File: src/rtl/sorted_two_list_merge_macros.svh
// Assertion macros shared by the sorted two-list merge RTL.
// Depends on nothing; included by the modules that carry assertions.
`ifndef SORTED_TWO_LIST_MERGE_MACROS_SVH
`define SORTED_TWO_LIST_MERGE_MACROS_SVH

// Same-cycle implication, checked outside reset.
`define SMRG_ASSERT_NOW(label, clk, rst, ante, cons, msg) \
  label: assert property (@(posedge clk) disable iff (rst) (ante) |-> (cons)) \
    else $error(msg);

// Next-cycle implication, checked outside reset.
`define SMRG_ASSERT_NEXT(label, clk, rst, ante, cons, msg) \
  label: assert property (@(posedge clk) disable iff (rst) (ante) |=> (cons)) \
    else $error(msg);

`endif

File: src/rtl/smrg_pkg.sv
// Package for the sorted two-list merge: command codes, queue item types, defaults.
// Depends on nothing; used by every module of the block.
package smrg_pkg;

  localparam int DEPTH_DEFAULT = 32;
  localparam int QUEUE_DEPTH   = 2;
  localparam int DATA_W        = 32;
  localparam int CMD_W         = 2;

  typedef enum logic [CMD_W-1:0] {
    CMD_APPEND_FIRST  = 2'd0,
    CMD_APPEND_SECOND = 2'd1,
    CMD_MERGE         = 2'd2
  } cmd_t;

  typedef struct packed {
    cmd_t                     cmd;
    logic signed [DATA_W-1:0] value;
  } queue_item_t;

  typedef struct packed {
    logic        push;
    queue_item_t item;
  } q_push_t;

  typedef struct packed {
    logic        valid;
    queue_item_t item;
  } q_head_t;

endpackage

File: src/rtl/smrg_front.sv
// Front end of the sorted two-list merge: accepts command transfers and classifies them.
// Depends on smrg_pkg; feeds smrg_queue.
module smrg_front (
  input  logic                        s_axis_tvalid,
  output logic                        s_axis_tready,
  input  logic [smrg_pkg::DATA_W-1:0] s_axis_tdata,  // value
  input  logic [smrg_pkg::CMD_W-1:0]  s_axis_tuser,  // cmd
  input  logic                        queue_full,
  output smrg_pkg::q_push_t           q_push
);
  import smrg_pkg::*;

  logic known_cmd;

  always_comb begin
    case (s_axis_tuser)
      CMD_APPEND_FIRST, CMD_APPEND_SECOND, CMD_MERGE: known_cmd = 1'b1;
      default:                                        known_cmd = 1'b0;
    endcase
  end

  // Unused command codes are taken and dropped here.
  assign s_axis_tready     = !queue_full;
  assign q_push.push       = s_axis_tvalid && !queue_full && known_cmd;
  assign q_push.item.cmd   = cmd_t'(s_axis_tuser);
  assign q_push.item.value = $signed(s_axis_tdata);

endmodule

File: src/rtl/smrg_queue.sv
// Short command queue between the front end and the merge engine.
// Depends on smrg_pkg and sorted_two_list_merge_macros.svh.
module smrg_queue (
  input  logic              clk,
  input  logic              rst,
  input  smrg_pkg::q_push_t q_push,
  input  logic              pop,
  output logic              full,
  output smrg_pkg::q_head_t q_head
);
  import smrg_pkg::*;
  `include "sorted_two_list_merge_macros.svh"

  localparam int QAW = (QUEUE_DEPTH > 1) ? $clog2(QUEUE_DEPTH) : 1;
  localparam int QCW = $clog2(QUEUE_DEPTH + 1);

  queue_item_t          slots [QUEUE_DEPTH];
  logic [QAW-1:0]       wr_ptr;
  logic [QAW-1:0]       rd_ptr;
  logic [QCW-1:0]       count;
  logic                 do_pop;

  assign full         = (count == QCW'(QUEUE_DEPTH));
  assign q_head.valid = (count != '0);
  assign q_head.item  = slots[rd_ptr];
  assign do_pop       = pop && q_head.valid;

  always_ff @(posedge clk) begin
    if (q_push.push) begin
      slots[wr_ptr] <= q_push.item;
    end
  end

  always_ff @(posedge clk) begin
    if (rst) begin
      wr_ptr <= '0;
      rd_ptr <= '0;
      count  <= '0;
    end else begin
      if (q_push.push) begin
        wr_ptr <= (wr_ptr == QAW'(QUEUE_DEPTH - 1)) ? '0 : wr_ptr + 1'b1;
      end
      if (do_pop) begin
        rd_ptr <= (rd_ptr == QAW'(QUEUE_DEPTH - 1)) ? '0 : rd_ptr + 1'b1;
      end
      if (q_push.push && !do_pop) begin
        count <= count + 1'b1;
      end else if (do_pop && !q_push.push) begin
        count <= count - 1'b1;
      end
    end
  end

  `SMRG_ASSERT_NOW(a_queue_no_overflow, clk, rst, q_push.push, !full || do_pop, "queue overflow")
  `SMRG_ASSERT_NEXT(a_queue_fill, clk, rst, q_push.push && !do_pop, count == $past(count) + 1'b1, "queue count did not rise")
  `SMRG_ASSERT_NEXT(a_queue_drain, clk, rst, do_pop && !q_push.push, count == $past(count) - 1'b1, "queue count did not fall")

endmodule

File: src/rtl/smrg_engine.sv
// Merge engine: stores appended values in two memories and emits the merged run.
// Depends on smrg_pkg and sorted_two_list_merge_macros.svh; fed by smrg_queue.
module smrg_engine #(
  parameter int DEPTH = smrg_pkg::DEPTH_DEFAULT
) (
  input  logic                        clk,
  input  logic                        rst,
  input  smrg_pkg::q_head_t           q_head,
  output logic                        pop,
  output logic                        m_axis_tvalid,
  input  logic                        m_axis_tready,
  output logic [smrg_pkg::DATA_W-1:0] m_axis_tdata,  // merged_value
  output logic [0:0]                  m_axis_tuser,  // from_second
  output logic                        m_axis_tlast   // last
);
  import smrg_pkg::*;
  `include "sorted_two_list_merge_macros.svh"

  localparam int AW = (DEPTH > 1) ? $clog2(DEPTH) : 1;
  localparam int CW = $clog2(DEPTH + 1);
  localparam int RW = $clog2(2 * DEPTH + 1);

  typedef enum logic [2:0] {
    S_IDLE  = 3'b001,
    S_FETCH = 3'b010,
    S_PICK  = 3'b100
  } state_t;

  state_t                   state;
  logic signed [DATA_W-1:0] mem_first  [DEPTH];
  logic signed [DATA_W-1:0] mem_second [DEPTH];
  logic signed [DATA_W-1:0] rd_first;
  logic signed [DATA_W-1:0] rd_second;
  logic [CW-1:0]            cnt_first;
  logic [CW-1:0]            cnt_second;
  logic [CW-1:0]            idx_first;
  logic [CW-1:0]            idx_second;
  logic [RW-1:0]            remain;
  logic                     wr_first;
  logic                     wr_second;
  logic                     start_merge;
  logic                     have_first;
  logic                     have_second;
  logic                     take_first;
  logic                     out_free;
  logic                     pick;
  logic                     pick_last;

  assign pop = (state == S_IDLE) && q_head.valid;

  always_comb begin
    wr_first    = 1'b0;
    wr_second   = 1'b0;
    start_merge = 1'b0;
    if (pop) begin
      case (q_head.item.cmd)
        CMD_APPEND_FIRST:  wr_first    = (cnt_first < CW'(DEPTH));
        CMD_APPEND_SECOND: wr_second   = (cnt_second < CW'(DEPTH));
        CMD_MERGE:         start_merge = (cnt_first != '0) || (cnt_second != '0);
        default: begin
        end
      endcase
    end
  end

  assign have_first  = idx_first < cnt_first;
  assign have_second = idx_second < cnt_second;
  assign take_first  = have_first && (!have_second || (rd_first < rd_second));
  assign out_free    = !m_axis_tvalid || m_axis_tready;
  assign pick        = (state == S_PICK) && out_free;
  assign pick_last   = (remain == RW'(1));

  always_ff @(posedge clk) begin
    if (wr_first) begin
      mem_first[cnt_first[AW-1:0]] <= q_head.item.value;
    end
    if (wr_second) begin
      mem_second[cnt_second[AW-1:0]] <= q_head.item.value;
    end
    rd_first  <= mem_first[idx_first[AW-1:0]];
    rd_second <= mem_second[idx_second[AW-1:0]];
  end

  always_ff @(posedge clk) begin
    if (pick) begin
      m_axis_tdata    <= take_first ? rd_first : rd_second;
      m_axis_tuser[0] <= !take_first;
      m_axis_tlast    <= pick_last;
    end
  end

  always_ff @(posedge clk) begin
    if (rst) begin
      state         <= S_IDLE;
      cnt_first     <= '0;
      cnt_second    <= '0;
      idx_first     <= '0;
      idx_second    <= '0;
      remain        <= '0;
      m_axis_tvalid <= 1'b0;
    end else begin
      if (pick) begin
        m_axis_tvalid <= 1'b1;
      end else if (m_axis_tready) begin
        m_axis_tvalid <= 1'b0;
      end
      case (state)
        S_IDLE: begin
          if (wr_first) begin
            cnt_first <= cnt_first + 1'b1;
          end
          if (wr_second) begin
            cnt_second <= cnt_second + 1'b1;
          end
          if (start_merge) begin
            idx_first  <= '0;
            idx_second <= '0;
            remain     <= RW'(cnt_first) + RW'(cnt_second);
            state      <= S_FETCH;
          end
        end
        S_FETCH: begin
          state <= S_PICK;
        end
        S_PICK: begin
          if (pick) begin
            if (take_first) begin
              idx_first <= idx_first + 1'b1;
            end else begin
              idx_second <= idx_second + 1'b1;
            end
            remain <= remain - 1'b1;
            if (pick_last) begin
              cnt_first  <= '0;
              cnt_second <= '0;
              state      <= S_IDLE;
            end else begin
              state <= S_FETCH;
            end
          end
        end
        default: begin
          state <= S_IDLE;
        end
      endcase
    end
  end

  `SMRG_ASSERT_NOW(a_idx_first_bound, clk, rst, state != S_IDLE, idx_first <= cnt_first, "first index past its count")
  `SMRG_ASSERT_NOW(a_idx_second_bound, clk, rst, state != S_IDLE, idx_second <= cnt_second, "second index past its count")
  `SMRG_ASSERT_NOW(a_remain_match, clk, rst, state != S_IDLE, remain == RW'(cnt_first - idx_first) + RW'(cnt_second - idx_second), "remaining count out of step with indices")
  `SMRG_ASSERT_NOW(a_pick_has_data, clk, rst, pick, have_first || have_second, "result picked with both lists used up")
  `SMRG_ASSERT_NEXT(a_last_empties, clk, rst, pick && pick_last, cnt_first == '0 && cnt_second == '0 && state == S_IDLE, "stores not emptied after the last result")

endmodule

File: src/rtl/sorted_two_list_merge.sv
// Top level of the sorted two-list merge: front end, command queue and merge engine.
// Depends on smrg_pkg, smrg_front, smrg_queue and smrg_engine.
//
// Append commands (tuser 0 or 1) load the tdata value into the first or second store, one
// transfer per cycle while the two-entry command queue has room; the merge engine takes each
// append while staying idle, and an append to a full store is dropped. A merge command
// (tuser 2) emits every stored value in ascending signed order, the second list winning ties,
// with tlast on the final result, then empties both stores. The engine reads both store
// memories through a registered port, so each merged result passes through a fetch state
// and then a pick state, where output stalls hold it. Command code 3 and a merge of two
// empty stores give no result.
module sorted_two_list_merge #(
  parameter int DEPTH = smrg_pkg::DEPTH_DEFAULT
) (
  input  logic                        clk,
  input  logic                        rst,
  input  logic                        s_axis_tvalid,
  output logic                        s_axis_tready,
  input  logic [smrg_pkg::DATA_W-1:0] s_axis_tdata,  // value
  input  logic [smrg_pkg::CMD_W-1:0]  s_axis_tuser,  // cmd
  output logic                        m_axis_tvalid,
  input  logic                        m_axis_tready,
  output logic [smrg_pkg::DATA_W-1:0] m_axis_tdata,  // merged_value
  output logic [0:0]                  m_axis_tuser,  // from_second
  output logic                        m_axis_tlast   // last
);
  import smrg_pkg::*;

  q_push_t q_push;
  q_head_t q_head;
  logic    queue_full;
  logic    pop;

  smrg_front u_front (
    .s_axis_tvalid (s_axis_tvalid),
    .s_axis_tready (s_axis_tready),
    .s_axis_tdata  (s_axis_tdata),
    .s_axis_tuser  (s_axis_tuser),
    .queue_full    (queue_full),
    .q_push        (q_push)
  );

  smrg_queue u_queue (
    .clk    (clk),
    .rst    (rst),
    .q_push (q_push),
    .pop    (pop),
    .full   (queue_full),
    .q_head (q_head)
  );

  smrg_engine #(
    .DEPTH (DEPTH)
  ) u_engine (
    .clk           (clk),
    .rst           (rst),
    .q_head        (q_head),
    .pop           (pop),
    .m_axis_tvalid (m_axis_tvalid),
    .m_axis_tready (m_axis_tready),
    .m_axis_tdata  (m_axis_tdata),
    .m_axis_tuser  (m_axis_tuser),
    .m_axis_tlast  (m_axis_tlast)
  );

endmodule

File: config.mk
export PLATFORM = sky130hd
export DESIGN_NAME = sorted_two_list_merge
export DESIGN_NICKNAME = d
export VERILOG_FILES = /design/src/rtl/smrg_pkg.sv /design/src/rtl/smrg_front.sv /design/src/rtl/smrg_queue.sv /design/src/rtl/smrg_engine.sv /design/src/rtl/sorted_two_list_merge.sv
export VERILOG_INCLUDE_DIRS = /design/src /design/src/rtl
export SDC_FILE = /design/constraint.sdc
export NUM_CORES = 2
export LEC_CHECK = 0
export BUFFER_PORTS_ARGS = -buffer_cell sky130_fd_sc_hd__buf_2
export CAP_MARGIN = 30
export CORE_ASPECT_RATIO = 1.4
export CORE_MARGIN = 8
export CORE_UTILIZATION = 44
export CTS_CLUSTER_SIZE = 30
export DETAILED_ROUTE_END_ITERATION = 10
export HOLD_SLACK_MARGIN = 0.05
export SETUP_SLACK_MARGIN = 0.15
export SLEW_MARGIN = 10
export SYNTH_ARGS = -nofsm -noshare
export SYNTH_HDL_FRONTEND = slang
export SYNTH_SLANG_ARGS = --single-unit
File: constraint.sdc
create_clock -name clk -period 4.09 [get_ports clk]
set_clock_uncertainty 0.1 [all_clocks]
set_input_delay 0 -clock clk [delete_from_list [all_inputs] [get_ports clk]]
set_output_delay 0 -clock clk [all_outputs]
set_load 0.02 [all_outputs]
==> out/metrics.cfg <==
[yosys]
synthFlopType=edfxtp_1
synth_nets=3758
synthArstFlopShare_pct=0
synth_area_um2=86100
synth_seq_cells=2254
synth.distinct_cells=59
yosysWarnings=0
syn_inst=3659
synth-edff-count=2150
yosysSeqAreaShare_pct=77.4
synth_area_per_cell_um2=23.5

[critical_path]
critPathCaptureType=flop
r2r_end=u_engine.idx_first[4]$_SDFFE_PP0P_
r2r_cells=11
slowest_stage=or4_1
path_class=reg2reg
critical_path.top_delay_family=simple AND/OR/NAND/NOR gates
cp_cell_sequence=clkinv_1, ha_1, o21a_1, o211ai_1, o21ai_0, or3_1, nand3_1, nor2_4, inv_1, or4_1, a31oi_1
r2r_setup_slack_ns=0.80
start_kind=flop
critPathBufInv=2
r2r-start=u_engine.cnt_second[2]$_SDFFE_PP0P_
critPathArrivalTime_ns=3.94
critPathMaxStageDelay_ns=0.53
crit_fanout=14
required_ns=4.73

[floorplanning]
rows=192
die_w_um=390
die_area_um2=210000
coreArea_um2=195000
io_pins=74
initial_core_util_pct=44.2
die_h_um=539

[layout]
nNetsFinal=4108
design_area_um2=99200
mostFrequentLayoutCells=edfxtp_1, mux4_2, clkbuf_16, mux2_2, dfxtp_1
area_growth_pct=15.3
mostFrequentLayoutCell=edfxtp_1
n_fill_cell=15100
drive_above_1_share_pct=33.1

[worst_hold_path]
whs_endpoint=u_queue.wr_ptr$_SDFFE_PP0P_
holdCritStartpoint=s_axis_tvalid
min_path_type=in2reg
hold-path-cell-count=5

[pwr]
ir_drop_mv=0.463
p_per_area_nw_per_um2=507
total_power_w=0.0503
p_leak_nw=30.0

[timing]
worst_hold_slack_ns=0.216
tightest_slew_ns=1.00
relSlewSlack_pct=33.2
period_needed_ns=3.29
drv_slew=0
setup_viol=0
fin_crit_sh_pct=80.5
worst_slack_ns=0.798
hold_viol=0
tns_ns=0
clock.fmax_mhz=304
rsz0062_at_grt=no

[global_routing]
grt_max_degree=100
grt_pass1_vias=41200
grtUsageTotal_pct=20.5
use_met3_pct=2.77
grt_pass1_wl_um=308000
grt-ovfl-total=0
antenna_found_initial=11
gr-usage-met1_pct=26.5
busiest_layer=met2
grt_use_met2_pct=36.6

[placement]
gp_congestion=0.780
post-place-ws_ns=0.715
hpwlAfterDp_um=123000
postPlaceCellArea_um2=91800
port_buffers=73

[clocking]
clock_sink_count=2254
postCtsSetupBuffers=0
clkSlewWorstSetupHoldPaths_ns=0.06
cts_tree=yes
clockBufferDepth=3
cts_root_buf=clkbuf_16
cts-buffers-inserted=205
clock_latency_ns=0.83
htreeDepth=4
cts_resized=0

[detailed_routing]
drt_first_pass_iters=5
final_antenna_net_count=0
vias=39500
vias_per_cell=5.81
routed_wl_um=218000
drt_iter0_drc=4261
drc=0
wl_per_cell_um=32.0

[flow_run]
maxCapViolations=0

[run_status]
status=finished, final reports clean

-- stage by stage --
step / utilization, % / instances
after global routing: 50.9 / 6803
after floorplan: - / 3659
final: 50.9 / 6806
after detailed placement: 47.1 / 6344
after global placement: 47.0 / 6334
after CTS: 50.9 / 6796
-- logic make-up (layout without fill, tap and decap cells) --
kind of cell | count (synthesis) | after routing | share of synthesized area, %
xor+xnor | 17 | 17 | 0.173
simple gates | 227 | 227 | 1.22
compound gates | 98 | 98 | 0.721
flops | 2254 | 2254 | 77.4
buf+inv | 231 | 755 | 1.09
fa+ha+maj | 61 | 61 | 0.896
other cells | 0 | 4 | 0
mux | 771 | 771 | 18.5
-- where the power goes --
group	switching [W]	total [W]	internal, W
Sequential	0.000169	0.0274	0.0273
Combinational	0.00295	0.00407	0.00112
Clock	0.00834	0.0188	0.0105
-- Yosys cell counts (5+ instances only) --
master	count	area, um2
mux4_2	640	14400
clkbuf_1	111	417
a21oi_1	35	175
buf_2	53	265
o21ai_0	16	80.1
o211ai_1	5	37.5
inv_1	52	195
buf_1	12	45.0
xnor2_1	14	123
a31oi_1	6	37.5
or4_1	5	37.5
nand3_1	34	170
ha_1	60	751
dfxtp_1	104	2080
a21o_1	10	75.1
nor2_1	95	357
nand2_1	41	154
nor3_1	9	45.0
edfxtp_1	2150	64600
nand2b_1	8	50.1
nand4_1	12	75.1
mux2_2	128	1440
-- worst max-delay path by stage --
stage / start / end / cells after the start
floorplan: u_engine.state[1]$_SDFFE_PP0P_ / u_engine.mem_first[12][0]$_DFFE_PP_ / 6
global placement: u_engine.rd_second[31]$_DFF_P_ / u_engine.idx_second[0]$_SDFFE_PP0P_ / 10
detailed placement: u_engine.rd_second[31]$_DFF_P_ / u_engine.idx_second[0]$_SDFFE_PP0P_ / 10
CTS: u_engine.rd_second[31]$_DFF_P_ / u_engine.idx_second[0]$_SDFFE_PP0P_ / 10
global route: u_engine.rd_second[31]$_DFF_P_ / u_engine.idx_second[2]$_SDFFE_PP0P_ / 10
finish: u_engine.cnt_second[2]$_SDFFE_PP0P_ / u_engine.idx_first[4]$_SDFFE_PP0P_ / 11
-- per-layer routing --
layer,part of all wire (%),vias up
li1,-,16300
met1,39,21700
met2,53,1261
met3,5.4,301
met4,2.4,2
met5,0.0060,-
-- area by class of cell --
type / instances / area (um2) / area share, %
Multi-Input combinational cell: 1174 / 19000 / 19.1
Inverter: 54 / 203 / 0.204
Clock buffer: 256 / 5460 / 5.50
Sequential cell: 2254 / 66700 / 67.2
Timing Repair Buffer: 320 / 3520 / 3.55
Tap cell: 2619 / 3280 / 3.30
Clock inverter: 125 / 1090 / 1.10
Antenna cell: 4 / 10.0 / 0.0101
-- state kept, by name, indices dropped and copies added, names as in the netlist, named ones only --
name                    flops
u_engine.mem_first       1024
u_engine.mem_second      1024
u_queue.slots              68
u_engine.m_axis_tdata      32
u_engine.rd_first          32
u_engine.rd_second         32
u_engine.remain             7
u_engine.cnt_first          6
u_engine.cnt_second         6
u_engine.idx_first          6
u_engine.idx_second         6
u_engine.state              3
u_queue.count               2
u_engine.m_axis_tlast       1
u_engine.m_axis_tuser       1
u_engine.m_axis_tvalid      1
u_queue.rd_ptr              1
u_queue.wr_ptr              1
-- worst register-to-register path: stages, from the launching register on --
cell and delay (ns):
dfxtp_1 0.47, clkinv_1 0.26, ha_1 0.34, o21a_1 0.12, o211ai_1 0.07, o21ai_0 0.41
or3_1 0.19, nand3_1 0.15, nor2_4 0.18, inv_1 0.21, or4_1 0.53, a31oi_1 0.19
-- what timing repair did --
item | CTS | global route
setup endpoints to repair | 0 | 0
hold endpoints to repair | 113 | 0
hold buffers | 71 | 0
Note: power is estimated with default switching activity, not from simulation.
